`src/rtl/fsi_pkg.sv`:
```
// ----------------------------------------------------------------------------
// fsi_pkg: shared types and control store for the filtered set intersection
// Holds field widths, filter mode codes, microcode word layout and the
// microcode program that sequences the datapath.
// ----------------------------------------------------------------------------
package fsi_pkg;

  // Default sizing of the survivor and incoming lists
  localparam int FSI_SET_CAPACITY = 32;
  localparam int FSI_VALUE_BITS   = 32;

  // Fixed widths of the channel fields
  localparam int DATA_W = 32;
  localparam int MODE_W = 2;

  // Filter mode codes
  localparam logic [MODE_W-1:0] MODE_EVEN   = 2'd0;
  localparam logic [MODE_W-1:0] MODE_ODD    = 2'd1;
  localparam logic [MODE_W-1:0] MODE_LETTER = 2'd2;

  // Datapath action selected by one microcode word
  typedef enum logic [3:0] {
    A_NONE      = 4'd0,
    A_ACCEPT    = 4'd1,
    A_M_INIT    = 4'd2,
    A_M_CMP     = 4'd3,
    A_M_DONE    = 4'd4,
    A_CLR_FIRST = 4'd5,
    A_E_INIT    = 4'd6,
    A_E_OUT     = 4'd7,
    A_E_EMPTY   = 4'd8,
    A_RUN_CLR   = 4'd9
  } act_t;

  // Jump condition of one microcode word
  typedef enum logic [3:0] {
    C_NEXT        = 4'd0,
    C_ALWAYS      = 4'd1,
    C_NOT_EOS     = 4'd2,
    C_FIRST       = 4'd3,
    C_MERGE_EMPTY = 4'd4,
    C_MORE_PAIRS  = 4'd5,
    C_NOT_EOA     = 4'd6,
    C_NO_SURV     = 4'd7,
    C_MORE_OUT    = 4'd8
  } cond_t;

  typedef logic [3:0] step_t;

  // Program step addresses
  localparam step_t S_IDLE      = 4'd0;
  localparam step_t S_SET_END   = 4'd1;
  localparam step_t S_M_INIT    = 4'd2;
  localparam step_t S_M_RD      = 4'd3;
  localparam step_t S_M_CMP     = 4'd4;
  localparam step_t S_M_DONE    = 4'd5;
  localparam step_t S_FIRST_END = 4'd6;
  localparam step_t S_E_INIT    = 4'd7;
  localparam step_t S_E_RD      = 4'd8;
  localparam step_t S_E_OUT     = 4'd9;
  localparam step_t S_E_END     = 4'd10;
  localparam step_t S_E_EMPTY   = 4'd11;

  typedef struct packed {
    act_t  act;
    cond_t cond;
    step_t target;
  } uword_t;

  // Status flags from the datapath to the sequencer
  typedef struct packed {
    logic hold;
    logic eos;
    logic first;
    logic eoa;
    logic merge_empty;
    logic more_pairs;
    logic no_surv;
    logic more_out;
  } fsi_stat_t;

  // Microcode program: one word per step, jump to target when cond holds
  function automatic uword_t ucode_rom(step_t pc);
    uword_t w;
    case (pc)
      S_IDLE:      w = '{A_ACCEPT,    C_NOT_EOS,     S_IDLE};
      S_SET_END:   w = '{A_NONE,      C_FIRST,       S_FIRST_END};
      S_M_INIT:    w = '{A_M_INIT,    C_MERGE_EMPTY, S_M_DONE};
      S_M_RD:      w = '{A_NONE,      C_NEXT,        S_IDLE};
      S_M_CMP:     w = '{A_M_CMP,     C_MORE_PAIRS,  S_M_RD};
      S_M_DONE:    w = '{A_M_DONE,    C_NEXT,        S_IDLE};
      S_FIRST_END: w = '{A_CLR_FIRST, C_NOT_EOA,     S_IDLE};
      S_E_INIT:    w = '{A_E_INIT,    C_NO_SURV,     S_E_EMPTY};
      S_E_RD:      w = '{A_NONE,      C_NEXT,        S_IDLE};
      S_E_OUT:     w = '{A_E_OUT,     C_MORE_OUT,    S_E_RD};
      S_E_END:     w = '{A_RUN_CLR,   C_ALWAYS,      S_IDLE};
      S_E_EMPTY:   w = '{A_E_EMPTY,   C_ALWAYS,      S_E_END};
      default:     w = '{A_RUN_CLR,   C_ALWAYS,      S_IDLE};
    endcase
    return w;
  endfunction

endpackage

```
`src/rtl/fsi_if.sv`:
```
// ----------------------------------------------------------------------------
// fsi_if: channel interfaces of the filtered set intersection
// Element input, result output and filter mode write channels, each with
// valid/ready handshake and source/sink modports.
// ----------------------------------------------------------------------------
interface fsi_in_if;
  import fsi_pkg::*;
  logic                     valid;
  logic                     ready;
  logic signed [DATA_W-1:0] value;
  logic                     end_of_set;
  logic                     end_of_all;

  modport source(output valid, value, end_of_set, end_of_all, input ready);
  modport sink(input valid, value, end_of_set, end_of_all, output ready);
endinterface

interface fsi_out_if;
  import fsi_pkg::*;
  logic                     valid;
  logic                     ready;
  logic signed [DATA_W-1:0] result_value;
  logic                     result_valid;
  logic                     last_result;
  logic                     overflowed;

  modport source(output valid, result_value, result_valid, last_result, overflowed,
                 input ready);
  modport sink(input valid, result_value, result_valid, last_result, overflowed,
               output ready);
endinterface

interface fsi_cfg_if;
  import fsi_pkg::*;
  logic              valid;
  logic              ready;
  logic [MODE_W-1:0] filter_mode;

  modport source(output valid, filter_mode, input ready);
  modport sink(input valid, filter_mode, output ready);
endinterface

```
`src/rtl/fsi_ram.sv`:
```
// ----------------------------------------------------------------------------
// fsi_ram: generic single-write, single-read RAM
// One write port and one read port; read data is registered.
// ----------------------------------------------------------------------------
module fsi_ram #(
  parameter int WIDTH = 32,
  parameter int DEPTH = 32
) (
  input  logic                     clk,
  input  logic                     we,
  input  logic [$clog2(DEPTH)-1:0] waddr,
  input  logic [WIDTH-1:0]         wdata,
  input  logic [$clog2(DEPTH)-1:0] raddr,
  output logic [WIDTH-1:0]         rdata
);

  logic [WIDTH-1:0] mem [DEPTH];

  // Write port
  always_ff @(posedge clk) begin
    if (we) begin
      mem[waddr] <= wdata;
    end
  end

  // Registered read port
  always_ff @(posedge clk) begin
    rdata <= mem[raddr];
  end

endmodule

```
`src/rtl/fsi_sequencer.sv`:
```
// ----------------------------------------------------------------------------
// fsi_sequencer: microcode step counter
// Fetches one control word per step from the program table, holds while the
// datapath stalls, and advances or jumps on the word's condition.
// ----------------------------------------------------------------------------
module fsi_sequencer (
  input  logic              clk,
  input  logic              rst_n,
  input  fsi_pkg::fsi_stat_t stat,
  output fsi_pkg::act_t      act
);
  import fsi_pkg::*;

  step_t  pc_r;
  step_t  pc_nxt;
  uword_t uw;
  logic   taken;

  // Fetch and evaluate the jump condition
  always_comb begin
    uw = ucode_rom(pc_r);
    case (uw.cond)
      C_NEXT:        taken = 1'b0;
      C_ALWAYS:      taken = 1'b1;
      C_NOT_EOS:     taken = !stat.eos;
      C_FIRST:       taken = stat.first;
      C_MERGE_EMPTY: taken = stat.merge_empty;
      C_MORE_PAIRS:  taken = stat.more_pairs;
      C_NOT_EOA:     taken = !stat.eoa;
      C_NO_SURV:     taken = stat.no_surv;
      C_MORE_OUT:    taken = stat.more_out;
      default:       taken = 1'b0;
    endcase
  end

  // Hold on stall, else jump or advance
  always_comb begin
    if (stat.hold) begin
      pc_nxt = pc_r;
    end else if (taken) begin
      pc_nxt = uw.target;
    end else begin
      pc_nxt = pc_r + step_t'(1);
    end
  end

  always_ff @(posedge clk) begin
    if (!rst_n) begin
      pc_r <= S_IDLE;
    end else begin
      pc_r <= pc_nxt;
    end
  end

  assign act = uw.act;

endmodule

```
`src/rtl/fsi_datapath.sv`:
```
// ----------------------------------------------------------------------------
// fsi_datapath: filter, list stores, merge compare and result register
// Carries out the action chosen by the sequencer each cycle and reports the
// flags that its jumps test. Survivors live in two banks used ping-pong.
// ----------------------------------------------------------------------------
module fsi_datapath #(
  parameter int SET_CAPACITY = fsi_pkg::FSI_SET_CAPACITY,
  parameter int VALUE_BITS   = fsi_pkg::FSI_VALUE_BITS
) (
  input  logic               clk,
  input  logic               rst_n,
  fsi_in_if.sink             in_bus,
  fsi_out_if.source          out_bus,
  fsi_cfg_if.sink            cfg_bus,
  input  fsi_pkg::act_t      act,
  output fsi_pkg::fsi_stat_t stat
);
  import fsi_pkg::*;

  localparam int AW = $clog2(SET_CAPACITY);
  localparam int CW = $clog2(SET_CAPACITY + 1);
  localparam logic [CW-1:0] CAP = CW'(SET_CAPACITY);

  // Control state
  logic [MODE_W-1:0] mode_r, mode_nxt;
  logic [CW-1:0]     sc_r, sc_nxt;
  logic [CW-1:0]     ic_r, ic_nxt;
  logic [CW-1:0]     mc_r, mc_nxt;
  logic [AW-1:0]     i_r, i_nxt;
  logic [AW-1:0]     j_r, j_nxt;
  logic              bank_r, bank_nxt;
  logic              first_r, first_nxt;
  logic              ovf_r, ovf_nxt;
  logic              eoa_r, eoa_nxt;
  logic              out_valid_r, out_valid_nxt;

  // Result payload
  logic signed [DATA_W-1:0] out_value_r, out_value_nxt;
  logic                     out_rvalid_r, out_rvalid_nxt;
  logic                     out_last_r, out_last_nxt;
  logic                     out_ovf_r, out_ovf_nxt;

  // Filter
  logic [VALUE_BITS-1:0] v_n;
  logic [7:0]            letter;
  logic                  pass;
  logic [VALUE_BITS-1:0] kept;

  // Store ports
  logic                  sw_en, sw_bank;
  logic [AW-1:0]         sw_addr;
  logic [VALUE_BITS-1:0] sw_data;
  logic                  iw_en;
  logic [AW-1:0]         iw_addr;
  logic [VALUE_BITS-1:0] a_rd, b_rd, inc_rd, surv_rd;

  logic [CW-1:0] i_x, j_x;
  logic          out_free;
  logic          last_pair_j;

  assign i_x         = CW'(i_r);
  assign j_x         = CW'(j_r);
  assign out_free    = !out_valid_r || out_bus.ready;
  assign last_pair_j = (j_x == ic_r - CW'(1));

  // Narrow the element and apply the filter
  always_comb begin
    v_n    = in_bus.value[VALUE_BITS-1:0];
    letter = v_n[7:0];
    pass   = 1'b0;
    kept   = v_n;
    case (mode_r)
      MODE_EVEN: begin
        pass = (v_n != '0) && !v_n[0];
      end
      MODE_ODD: begin
        pass = v_n[0];
      end
      MODE_LETTER: begin
        pass = letter inside {[8'h41:8'h5A], [8'h61:8'h7A]};
        kept = VALUE_BITS'(letter);
      end
      default: begin
        pass = 1'b0;
      end
    endcase
  end

  // Flags for the sequencer
  always_comb begin
    stat.hold        = ((act == A_ACCEPT) && !in_bus.valid) ||
                       (((act == A_E_OUT) || (act == A_E_EMPTY)) && !out_free);
    stat.eos         = in_bus.end_of_set;
    stat.first       = first_r;
    stat.eoa         = eoa_r;
    stat.merge_empty = (sc_r == '0) || (ic_r == '0);
    stat.more_pairs  = !((i_x == sc_r - CW'(1)) && last_pair_j);
    stat.no_surv     = (sc_r == '0);
    stat.more_out    = (i_x != sc_r - CW'(1));
  end

  assign in_bus.ready  = (act == A_ACCEPT);
  assign cfg_bus.ready = 1'b1;
  assign surv_rd       = bank_r ? b_rd : a_rd;

  // Next state per action
  always_comb begin
    mode_nxt       = mode_r;
    sc_nxt         = sc_r;
    ic_nxt         = ic_r;
    mc_nxt         = mc_r;
    i_nxt          = i_r;
    j_nxt          = j_r;
    bank_nxt       = bank_r;
    first_nxt      = first_r;
    ovf_nxt        = ovf_r;
    eoa_nxt        = eoa_r;
    out_valid_nxt  = out_valid_r && !out_bus.ready;
    out_value_nxt  = out_value_r;
    out_rvalid_nxt = out_rvalid_r;
    out_last_nxt   = out_last_r;
    out_ovf_nxt    = out_ovf_r;
    sw_en          = 1'b0;
    sw_bank        = bank_r;
    sw_addr        = sc_r[AW-1:0];
    sw_data        = kept;
    iw_en          = 1'b0;
    iw_addr        = ic_r[AW-1:0];

    if (cfg_bus.valid) begin
      mode_nxt = cfg_bus.filter_mode;
    end

    case (act)
      A_ACCEPT: begin
        // Append a survivor to the current list, flag when full
        if (in_bus.valid) begin
          eoa_nxt = in_bus.end_of_all;
          if (pass && first_r) begin
            if (sc_r < CAP) begin
              sw_en  = 1'b1;
              sc_nxt = sc_r + CW'(1);
            end else begin
              ovf_nxt = 1'b1;
            end
          end else if (pass) begin
            if (ic_r < CAP) begin
              iw_en  = 1'b1;
              ic_nxt = ic_r + CW'(1);
            end else begin
              ovf_nxt = 1'b1;
            end
          end
        end
      end
      A_M_INIT: begin
        i_nxt  = '0;
        j_nxt  = '0;
        mc_nxt = '0;
      end
      A_M_CMP: begin
        // Append a match to the other bank, then step the pair indexes
        if (surv_rd == inc_rd) begin
          if (mc_r < CAP) begin
            sw_en   = 1'b1;
            sw_bank = !bank_r;
            sw_addr = mc_r[AW-1:0];
            sw_data = inc_rd;
            mc_nxt  = mc_r + CW'(1);
          end else begin
            ovf_nxt = 1'b1;
          end
        end
        if (last_pair_j) begin
          j_nxt = '0;
          i_nxt = i_r + AW'(1);
        end else begin
          j_nxt = j_r + AW'(1);
        end
      end
      A_M_DONE: begin
        sc_nxt   = mc_r;
        ic_nxt   = '0;
        bank_nxt = !bank_r;
      end
      A_CLR_FIRST: begin
        first_nxt = 1'b0;
      end
      A_E_INIT: begin
        i_nxt = '0;
      end
      A_E_OUT: begin
        if (out_free) begin
          out_valid_nxt  = 1'b1;
          out_value_nxt  = DATA_W'($signed(surv_rd));
          out_rvalid_nxt = 1'b1;
          out_last_nxt   = (i_x == sc_r - CW'(1));
          out_ovf_nxt    = ovf_r;
          i_nxt          = i_r + AW'(1);
        end
      end
      A_E_EMPTY: begin
        if (out_free) begin
          out_valid_nxt  = 1'b1;
          out_value_nxt  = '0;
          out_rvalid_nxt = 1'b0;
          out_last_nxt   = 1'b1;
          out_ovf_nxt    = ovf_r;
        end
      end
      A_RUN_CLR: begin
        sc_nxt    = '0;
        ic_nxt    = '0;
        first_nxt = 1'b1;
        ovf_nxt   = 1'b0;
      end
      default: begin
      end
    endcase
  end

  // Control registers
  always_ff @(posedge clk) begin
    if (!rst_n) begin
      mode_r      <= MODE_EVEN;
      sc_r        <= '0;
      ic_r        <= '0;
      mc_r        <= '0;
      i_r         <= '0;
      j_r         <= '0;
      bank_r      <= 1'b0;
      first_r     <= 1'b1;
      ovf_r       <= 1'b0;
      eoa_r       <= 1'b0;
      out_valid_r <= 1'b0;
    end else begin
      mode_r      <= mode_nxt;
      sc_r        <= sc_nxt;
      ic_r        <= ic_nxt;
      mc_r        <= mc_nxt;
      i_r         <= i_nxt;
      j_r         <= j_nxt;
      bank_r      <= bank_nxt;
      first_r     <= first_nxt;
      ovf_r       <= ovf_nxt;
      eoa_r       <= eoa_nxt;
      out_valid_r <= out_valid_nxt;
    end
  end

  // Result payload registers
  always_ff @(posedge clk) begin
    out_value_r  <= out_value_nxt;
    out_rvalid_r <= out_rvalid_nxt;
    out_last_r   <= out_last_nxt;
    out_ovf_r    <= out_ovf_nxt;
  end

  assign out_bus.valid        = out_valid_r;
  assign out_bus.result_value = out_value_r;
  assign out_bus.result_valid = out_rvalid_r;
  assign out_bus.last_result  = out_last_r;
  assign out_bus.overflowed   = out_ovf_r;

  // Survivor banks and incoming list
  fsi_ram #(.WIDTH(VALUE_BITS), .DEPTH(SET_CAPACITY)) u_bank_a (
    .clk   (clk),
    .we    (sw_en && !sw_bank),
    .waddr (sw_addr),
    .wdata (sw_data),
    .raddr (i_r),
    .rdata (a_rd)
  );

  fsi_ram #(.WIDTH(VALUE_BITS), .DEPTH(SET_CAPACITY)) u_bank_b (
    .clk   (clk),
    .we    (sw_en && sw_bank),
    .waddr (sw_addr),
    .wdata (sw_data),
    .raddr (i_r),
    .rdata (b_rd)
  );

  fsi_ram #(.WIDTH(VALUE_BITS), .DEPTH(SET_CAPACITY)) u_incoming (
    .clk   (clk),
    .we    (iw_en),
    .waddr (iw_addr),
    .wdata (kept),
    .raddr (j_r),
    .rdata (inc_rd)
  );

  // Checks
  a_counts_bounded: assert property (@(posedge clk) disable iff (!rst_n)
    (sc_r <= CAP) && (ic_r <= CAP) && (mc_r <= CAP))
    else $error("list count beyond capacity");

  a_cmp_in_range: assert property (@(posedge clk) disable iff (!rst_n)
    (act == A_M_CMP) |-> ((i_x < sc_r) && (j_x < ic_r)))
    else $error("merge compare outside stored lists");

  a_emit_in_range: assert property (@(posedge clk) disable iff (!rst_n)
    (act == A_E_OUT) |-> (i_x < sc_r))
    else $error("emit index outside survivor list");

  a_empty_is_last: assert property (@(posedge clk) disable iff (!rst_n)
    (out_valid_r && !out_rvalid_r) |-> out_last_r)
    else $error("empty result not marked last");

  a_run_clear: assert property (@(posedge clk) disable iff (!rst_n)
    (act == A_RUN_CLR) |=> (first_r && !ovf_r && (sc_r == '0)))
    else $error("run state not cleared at end of run");

endmodule

```
`src/rtl/filtered_set_intersection_unit.sv`:
```
// ----------------------------------------------------------------------------
// filtered_set_intersection_unit: filtered multiset intersection
// Filters incoming elements, intersects consecutive sets and streams out the
// surviving list at the end of each run.
// ----------------------------------------------------------------------------
// Usage:
//   in_bus  : one element per beat, with end_of_set on the last element of a
//             set and end_of_all alongside it on the final set.
//   out_bus : one result beat per surviving element; last_result marks the
//             final one. An empty intersection gives a single beat with
//             result_valid low. overflowed reports dropped entries.
//   cfg_bus : writes filter_mode (even, odd, letters); write it between runs.
// Sequence:
//   The end of the first set clears the first-set flag. The end of a later
//   set runs the merge: a single compare loop over the two list stores
//   steps through every survivor/incoming pair. At the run end the survivor
//   list streams out, or a single empty beat is sent for an empty
//   intersection. The result register frees the input side: a new run
//   starts while the last result waits.
// Reset clears the lists and sets filter_mode to even. A stalled receiver
// holds the result register and the sequencer waits on it.
// ----------------------------------------------------------------------------
module filtered_set_intersection_unit #(
  parameter int SET_CAPACITY = fsi_pkg::FSI_SET_CAPACITY,
  parameter int VALUE_BITS   = fsi_pkg::FSI_VALUE_BITS
) (
  input  logic      clk,
  input  logic      rst_n,
  fsi_in_if.sink    in_bus,
  fsi_out_if.source out_bus,
  fsi_cfg_if.sink   cfg_bus
);
  import fsi_pkg::*;

  act_t      act;
  fsi_stat_t stat;

  // Program sequencer
  fsi_sequencer u_seq (
    .clk   (clk),
    .rst_n (rst_n),
    .stat  (stat),
    .act   (act)
  );

  // Datapath with list stores
  fsi_datapath #(
    .SET_CAPACITY (SET_CAPACITY),
    .VALUE_BITS   (VALUE_BITS)
  ) u_dp (
    .clk     (clk),
    .rst_n   (rst_n),
    .in_bus  (in_bus),
    .out_bus (out_bus),
    .cfg_bus (cfg_bus),
    .act     (act),
    .stat    (stat)
  );

endmodule
```
`src/flat_wrapper.sv`:
```
// flat-port wrapper written by rule: the top's interface ports become plain ports
module filtered_set_intersection_unit_flat import fsi_pkg::*;
#(
  parameter int SET_CAPACITY = fsi_pkg::FSI_SET_CAPACITY,
  parameter int VALUE_BITS   = fsi_pkg::FSI_VALUE_BITS
)
  (clk, rst_n, in_bus_valid, in_bus_value, in_bus_end_of_set, in_bus_end_of_all, in_bus_ready, out_bus_valid, out_bus_result_value, out_bus_result_valid, out_bus_last_result, out_bus_overflowed, out_bus_ready, cfg_bus_valid, cfg_bus_filter_mode, cfg_bus_ready);
  fsi_in_if in_bus_i ();
  fsi_out_if out_bus_i ();
  fsi_cfg_if cfg_bus_i ();
  input  logic clk;
  input  logic rst_n;
  input wire logic [$bits(in_bus_i.valid)-1:0] in_bus_valid;
  input wire logic [$bits(in_bus_i.value)-1:0] in_bus_value;
  input wire logic [$bits(in_bus_i.end_of_set)-1:0] in_bus_end_of_set;
  input wire logic [$bits(in_bus_i.end_of_all)-1:0] in_bus_end_of_all;
  output wire logic [$bits(in_bus_i.ready)-1:0] in_bus_ready;
  output wire logic [$bits(out_bus_i.valid)-1:0] out_bus_valid;
  output wire logic [$bits(out_bus_i.result_value)-1:0] out_bus_result_value;
  output wire logic [$bits(out_bus_i.result_valid)-1:0] out_bus_result_valid;
  output wire logic [$bits(out_bus_i.last_result)-1:0] out_bus_last_result;
  output wire logic [$bits(out_bus_i.overflowed)-1:0] out_bus_overflowed;
  input wire logic [$bits(out_bus_i.ready)-1:0] out_bus_ready;
  input wire logic [$bits(cfg_bus_i.valid)-1:0] cfg_bus_valid;
  input wire logic [$bits(cfg_bus_i.filter_mode)-1:0] cfg_bus_filter_mode;
  output wire logic [$bits(cfg_bus_i.ready)-1:0] cfg_bus_ready;
  assign in_bus_i.valid = in_bus_valid;
  assign in_bus_i.value = in_bus_value;
  assign in_bus_i.end_of_set = in_bus_end_of_set;
  assign in_bus_i.end_of_all = in_bus_end_of_all;
  assign in_bus_ready = in_bus_i.ready;
  assign out_bus_valid = out_bus_i.valid;
  assign out_bus_result_value = out_bus_i.result_value;
  assign out_bus_result_valid = out_bus_i.result_valid;
  assign out_bus_last_result = out_bus_i.last_result;
  assign out_bus_overflowed = out_bus_i.overflowed;
  assign out_bus_i.ready = out_bus_ready;
  assign cfg_bus_i.valid = cfg_bus_valid;
  assign cfg_bus_i.filter_mode = cfg_bus_filter_mode;
  assign cfg_bus_ready = cfg_bus_i.ready;
  filtered_set_intersection_unit #(.SET_CAPACITY(SET_CAPACITY), .VALUE_BITS(VALUE_BITS)) u_core (.clk(clk), .rst_n(rst_n), .in_bus(in_bus_i), .out_bus(out_bus_i), .cfg_bus(cfg_bus_i));
endmodule
```
`config.mk`:
```
export PLATFORM = sky130hd
export DESIGN_NAME = filtered_set_intersection_unit_flat
export DESIGN_NICKNAME = d
export VERILOG_FILES = /design/src/rtl/fsi_pkg.sv /design/src/rtl/fsi_if.sv /design/src/rtl/fsi_ram.sv /design/src/rtl/fsi_sequencer.sv /design/src/rtl/fsi_datapath.sv /design/src/rtl/filtered_set_intersection_unit.sv /design/src/flat_wrapper.sv
export SDC_FILE = /design/constraint.sdc
export NUM_CORES = 2
export LEC_CHECK = 0
export BUFFER_PORTS_ARGS = -buffer_cell sky130_fd_sc_hd__clkbuf_2
export CAP_MARGIN = 20
export CORE_ASPECT_RATIO = 0.6
export CORE_MARGIN = 2
export CORE_UTILIZATION = 40
export DETAILED_ROUTE_END_ITERATION = 6
export PLACE_DENSITY_LB_ADDON = 0.3
export RECOVER_POWER = 50
export SLEW_MARGIN = 20
export SYNTH_ARGS = -nofsm -noshare
export SYNTH_HDL_FRONTEND = slang
export SYNTH_SLANG_ARGS = --single-unit
```
`constraint.sdc`:
```
create_clock -name clk -period 5.2 [get_ports clk]
set_input_delay 1.04 -clock clk [delete_from_list [all_inputs] [get_ports clk]]
set_output_delay 1.04 -clock clk [all_outputs]
set_load 0.02 [all_outputs]
```
After elaboration in Yosys (flattened, before gate mapping)
Memory sizes are Yosys's and may differ from the RTL's. A register that Yosys moved wholly into a read port is not among the register bits.
Cells that the tools add are included.
Operators by class
  magnitude comparators: 7
  multiplexer cells: 69
  equal/unequal tests: 38
  reduce and logical (&&, ||, !) cells: 47
  add/subtract/negate cells: 8
Operator list (count)
  $mux W32: 7
  $pmux W32 S2: 1
  $mux W6: 9
  $eq A32 B32 Y1: 1
  $eq A4 B3 Y1 const B: 8
  $reduce_bool A32 Y1: 1
  $mux W1: 31
  $mux W5: 6
  $pmux W6 S2: 2
  $add A6 B1 Y6 const B: 3
  $lt A6 B6 Y1 const B: 3
  $pmux W6 S3: 1
  $eq A4 B2 Y1 const B: 4
  $ge A8 B7 Y1 const B: 2
  $le A8 B7 Y1 const B: 2
  $ne A2 B2 Y1 const B: 8
  $pmux W5 S3: 1
  $eq A4 B4 Y1 const B: 3
  $eq A5 B6 Y1: 2
  $logic_not A6 Y1: 2
  $mux W4: 3
  $sub A6 B1 Y6 const B: 2
  $add A5 B1 Y5 const B: 2
  $logic_and A1 B1 Y1: 10
  23 further kinds: 55
Storage, ports and cells
  register bits: 74
  RAM bits: 3072
  memories: 4
  memory bits (read-only): 192
Memories
  u_core.u_dp.u_bank_a.mem: words 32, width 32, rd ports 1, clocked after memory_dff 1, write ports 1, RTL line fsi_ram.sv:17  | logic [WIDTH-1:0] mem [DEPTH];
  u_core.u_dp.u_bank_b.mem: words 32, width 32, rd ports 1, clocked after memory_dff 1, write ports 1, RTL line fsi_ram.sv:17
  u_core.u_dp.u_incoming.mem: words 32, width 32, rd ports 1, clocked after memory_dff 1, write ports 1, RTL line fsi_ram.sv:17
  (name not given): words 16, width 12, rd ports 1, clocked after memory_dff 1, write ports 0, RTL line fsi_pkg.sv:85  | case (pc)

Logic depth before layout (Yosys ltp)
  word-level depth: 11
  mapped depth: 17

Hierarchy
From an unflattened synthesis, not the netlist that was laid out.
Second synthesis, totals
  cells, all modules: 7426
  area total of the unflattened synthesis: 127533.6 um^2
By module, submodules not included
  fsi_ram at u_core.u_dp.u_bank_b ...: sequential area each 31390.1 um^2, instances 2, area an instance 40485.1 um^2, cells each 2260
  fsi_ram at u_core.u_dp.u_bank_a: sequential area each 31390.1 um^2, instances 1, area an instance 40492.6 um^2, cells each 2260
  fsi_datapath: sequential area each 1751.7 um^2, instances 1, area an instance 5029.8 um^2, cells each 531
  fsi_sequencer: sequential area each 320.3 um^2, instances 1, area an instance 1041.0 um^2, cells each 115

Worst setup path before layout
Ideal clock, no wire load.
  path type: input to register
  start: input in_bus_value[28]
  end: memory u_core.u_dp.u_bank_b.mem[20][0] (enable)
  data arrival time: 4.179 ns
  buffers on the path: 1
  path slack: 0.600 ns
  stages: 9
  cells stage by stage: nor4_1 -> and4_1 -> a31oi_1 -> o2111ai_1 -> or3b_2 -> clkbuf_1 -> nor4_1 -> a22oi_2 -> nor2_1
Between the ends
  longest elaborated chain between the ends: 10
RTL lines
  start: declaration: RTL line flat_wrapper.sv:14  | input wire logic [$bits(in_bus_i.value)-1:0] in_bus_value;
  $reduce_bool A32 Y1: RTL line fsi_datapath.sv:74  | pass = (v_n != '0) && !v_n[0];
  $logic_and A1 B1 Y1: RTL line fsi_datapath.sv:74
  $pmux W1 S3: RTL line fsi_datapath.sv:72  | case (mode_r)
  $logic_and A1 B1 Y1: RTL line fsi_datapath.sv:139  | if (pass && first_r) begin
  $mux W1: RTL line fsi_datapath.sv:139
  $mux W1: RTL line fsi_datapath.sv:137  | if (in_bus.valid) begin
  $pmux W1 S2: RTL line fsi_datapath.sv:134  | case (act)
  $logic_and A1 B1 Y1: RTL line fsi_datapath.sv:277  | .we (sw_en && sw_bank),
  $mux W1: RTL line fsi_ram.sv:21  | if (we) begin
  $mux W1 (not written as such): RTL line fsi_ram.sv:22  | mem[waddr] <= wdata;
  end: declaration: RTL line fsi_ram.sv:17
No other way between the ends.

Worst setup path after layout
  start: register u_core.u_dp.bank_r
  end: memory u_core.u_dp.u_bank_b.mem[3][17], data pin
Between the ends
  longest elaborated chain between the ends: 4
RTL lines
  start: declaration: RTL line fsi_datapath.sv:31  | logic bank_r, bank_nxt;
  start signal: assignment: RTL line fsi_datapath.sv:243  | bank_r <= bank_nxt;
  $mux W32: RTL line fsi_datapath.sv:104  | assign surv_rd = bank_r ? b_rd : a_rd;
  $eq A32 B32 Y1: RTL line fsi_datapath.sv:163  | if (surv_rd == inc_rd) begin
  $mux W32: RTL line fsi_datapath.sv:163
  $mux W32: RTL line fsi_datapath.sv:134
  via u_core.u_dp.sw_data[17]: RTL line fsi_datapath.sv:52  | logic [VALUE_BITS-1:0] sw_data;
The timed path passes the listed nets, and every way through them passes these cells.

==> results.md <==
- Status: finished, violations left
- Failing checks: max-capacitance violations, max-slew violations
- Int Pwr: 0.04227 W
- Post-Route Setup TNS: 0 ns
- DRC violations left: 0
- Final Routed Wirelength: 320400 um
- Final setup vio count: 0
- Per-cell routed wire length: 32.23 um
- H-tree Lvls: 5
- IO Pins: 79
- Overflow after GRT: 0
- Setup CP Type: register to register
- Port bufs: 77
- Count leader, synth: edfxtp_1
- RR Startpoint: u_core.u_dp.bank_r$_SDFFE_PN0P_
- Clock latency on the worst-skew pair: 0.88 ns
- CTS hold repair buffers: 0
- Synth cell types: 75
- Placed cell area: 132200 sq um
- Max_cap viols: 49
- Slew HR: -104.9%
- P&R area growth vs syn: 13.19%
- Xor/xnor cell area share of the yosys netlist: 0.3665%
- Core area: 309000 sq um
- Tcrit/Tclk final: 96.49%
- Worst R2R Setup Slack: 0.18 ns
- Gp weighted congestion: 0.9061
- Minimum clock period: 5.017 ns
- Worst setup path startpoint: u_core.u_dp.bank_r$_SDFFE_PN0P_
- Leakage: 41.51 nW
- Worst Slack Setup Final: 0.1826 ns
- Multi-input gate area: 27570 sq um
- Buf/Inv on CP: 2
- Max Fanout on Critical Path: 64
- RSZ-0062 raised after global routing: no
- Sequential cell area: 96280 sq um
- Endpoint, Worst Hold: u_core.u_dp.mode_r[1]$_SDFFE_PN0P_
- Initial antenna violation count: 23
- Worst EP required: 5.43 ns
- Synth top area share: 75.09%
- Worst min-delay path class: input pin to register
- Yosys warnings: 0
- FP Rows: 158
- Crit-path cells: mux2i_1 -> xnor2_1 -> nor4_1 -> nand4_1 -> nor4_4 -> buf_4 -> mux2_2 -> clkbuf_2
- Pwr/cell area: 386.9 nW/um^2
- Synth Instances: 5238
- Clock Skew: 0.05402 ns
- Final nets: 5616
- Setup WS pre-CTS: 0.4579 ns
- Design Area, Final: 140600 sq um
- Mapped Nets: 5296
- Vias in the first global route: 56060
- Mean Syn Cell Area: 23.72 sq um
- Die width: 723.5 um
- Commonest cells post-synth: edfxtp_1 (3107), mux4_2 (960), clkbuf_1 (179), nor2_1 (164), dfxtp_1 (147)
- Simple-gate portion of the synthesized area: 1.593%
- Tot Pwr: 0.05441 W
- CTS tree: done
- Hold Fails Final Rpt: 0
- CP delay by family, top: simple AND/OR/NAND/NOR gates
- Post-synth EDFFs: 3107
- Slew Limit Fails: 1980
- Post-synthesis register bit count: 3254
- Finished Core Util: 45.52%
- Highest clock rate: 199.3 MHz
- Main combinational cell family by area after synthesis: multiplexers
- Max VDD drop: 0.2462 mV
- Clock Sinks: 3254
- Sequential Power Share: 54.0%
- Sequential share of the synthesized area: 77.46%
- DIE HEIGHT: 435.7 um
- Clk pwr share: 38.5%
- P_sw: 0.01214 W
- Nature of the critical path startpoint: register
- Top post-synthesis cells by area: edfxtp_1 (75%), mux4_2 (17%), dfxtp_1 (2.4%)
- Die ar.: 315300 sq um
- Multiplexer share of the synthesized area: 18.88%
- Setup Buffers After CTS: 0
- Layout cells sized above 1: 30.62%
- RR Endpoint: u_core.u_dp.u_bank_b.mem[3][17]$_DFFE_PP_
- Worst Hold Depth: 3
- Async S/R FF share, synth: 0%
- Largest net degree at the start of global routing: 139
- Clock root buffer: clkbuf_16
- Adder-Cell Fraction of Synth Area: 0.1712%
- Post-route ant nets: 0
- Hold_sp: cfg_bus_filter_mode[1]
- Comb power frac: 7.5%
- CP max stage cell: clkbuf_2
- Clock slew at reported path FFs: 0.07 ns
- Synth area leader: edfxtp_1
- Crit path largest cell delay: 0.80 ns
- Critical path arrival: 5.25 ns
- Number of CTS-inserted buffers: 285
- CP Depth: 8
- Post-synthesis compound-gate area fraction: 0.6112%
- Net Sw Frac: 22.31%
- Starting Density: 40.21%
- Via/cell ratio: 5.867
- Synthesized area: 124300 sq um
- Pre-antenna DRT Iters: 5
- Crit path capture type: register
- Actual slew at the worst max-slew pin: 3.074 ns
- R2R depth: 8
- DP HPWL: 191700 um
- Vias: 58340
- Fillers: 25210
- Drt first-iter violations: 8680
- Global Route Usage Sum: 19.97%
- PostCTS Resize Cnt: 0
- Global-route wire length before repair: 446800 um
- Ys flop type: edfxtp_1
- Max clock buf depth: 4
[how the worst max path moves through the flow]
| stage | end | slack [ns] |
|---|---|---|
| after global routing | u_core.u_dp.u_bank_a.mem[21][3]$_DFFE_PP_ | 0.12 |
| after floorplan | u_core.u_dp.u_bank_b.mem[20][0]$_DFFE_PP_ | 0.60 |
| after global placement | u_core.u_dp.u_bank_b.mem[10][21]$_DFFE_PP_ | 0.49 |
| final | u_core.u_dp.u_bank_b.mem[3][17]$_DFFE_PP_ | 0.18 |
| after CTS | u_core.u_dp.u_bank_b.mem[10][10]$_DFFE_PP_ | 0.48 |
| after detailed placement | u_core.u_dp.u_bank_b.mem[10][23]$_DFFE_PP_ | 0.46 |
[worst register-to-register path, cell delays in order (launching register included)]
cell and delay (ns):
dfxtp_2 0.77, mux2i_1 0.37, xnor2_1 0.11, nor4_1 0.68, nand4_1 0.31, nor4_4 0.44
buf_4 0.38, mux2_2 0.38, clkbuf_2 0.80
[metal layers]
layer  share of wire, %  wire (um)  track usage [%]
met1                 45     145200            32.68
met5              0.013         41                0
met2                 42     135800            27.45
met4                1.4       4549            3.018
met3                 11      34800            4.796
[kinds of logic (layout without fill, tap and decap cells)]
kind of cell / after synthesis / in the layout
multiplexers: 1128 / 1128
AND/OR/NAND/NOR: 390 / 390
adder cells (fa/ha/maj): 17 / 17
other: 1 / 13
buffers and inverters: 288 / 821
flip-flops: 3254 / 3254
AO/OA/AOI/OAI: 108 / 108
XOR/XNOR: 52 / 52
[area by class of cell]
cell class | count | share of cell area (%)
sequential | 3254 | 68.46
multi-input combinational | 1696 | 19.60
clock buffer | 375 | 5.582
tap | 4160 | 3.701
timing repair buffer | 300 | 1.786
clock inverter | 125 | 0.7962
inverter | 21 | 0.05605
antenna | 12 | 0.02135
[layout by cell type, fill, tap and decap left out, types with 59 or more instances in the layout]
cell type,n
edfxtp_1,3107
nor2_4,77
clkbuf_16,294
mux2_2,66
clkbuf_1,150
buf_12,59
nor2_1,87
clkbuf_2,61
mux2_1,59
buf_4,79
mux4_2,960
dfxtp_1,136
[power by group through the flow]
stage / registers (W) / clock network [W] / logic (W)
4_1_cts: 0.0293 / 0.0213 / 0.00414
3_3_place_gp: 0.0299 / 0 / 0.00408
2_1_floorplan: 0.0297 / 0 / 0.00275
6_report: 0.0294 / 0.0209 / 0.00409
5_1_grt: 0.0294 / 0.0223 / 0.00433
3_5_place_dp: 0.0299 / 0 / 0.00413
[metrics by stage]
stage / hold slack, ns / instances
2_1_floorplan: 0.4090 / 5238
3_3_place_gp: 0.4962 / 9429
3_5_place_dp: 0.5141 / 9429
4_1_cts: 0.4090 / 9929
5_1_grt: 0.4448 / 9933
6_report: 0.4562 / 9943
[state kept, by name (all words and copies together) (netlist names), 2 cells and up]
register	count
u_core.u_dp.out_bus.result_value	32
u_core.u_dp.mc_r	6
u_core.u_dp.sc_r	6
u_core.u_dp.mode_r	2
u_core.u_dp.ic_r	6
u_core.u_dp.u_bank_a.rdata	32
u_core.u_dp.u_bank_a.mem	1024
u_core.u_seq.uw	12
u_core.u_dp.u_bank_b.rdata	32
u_core.u_dp.u_incoming.mem	1024
u_core.u_dp.j_r	5
u_core.u_dp.u_incoming.rdata	32
u_core.u_dp.i_r	5
u_core.u_seq.pc_r	4
u_core.u_dp.u_bank_b.mem	1024
Power figures use the tool's default switching activity.
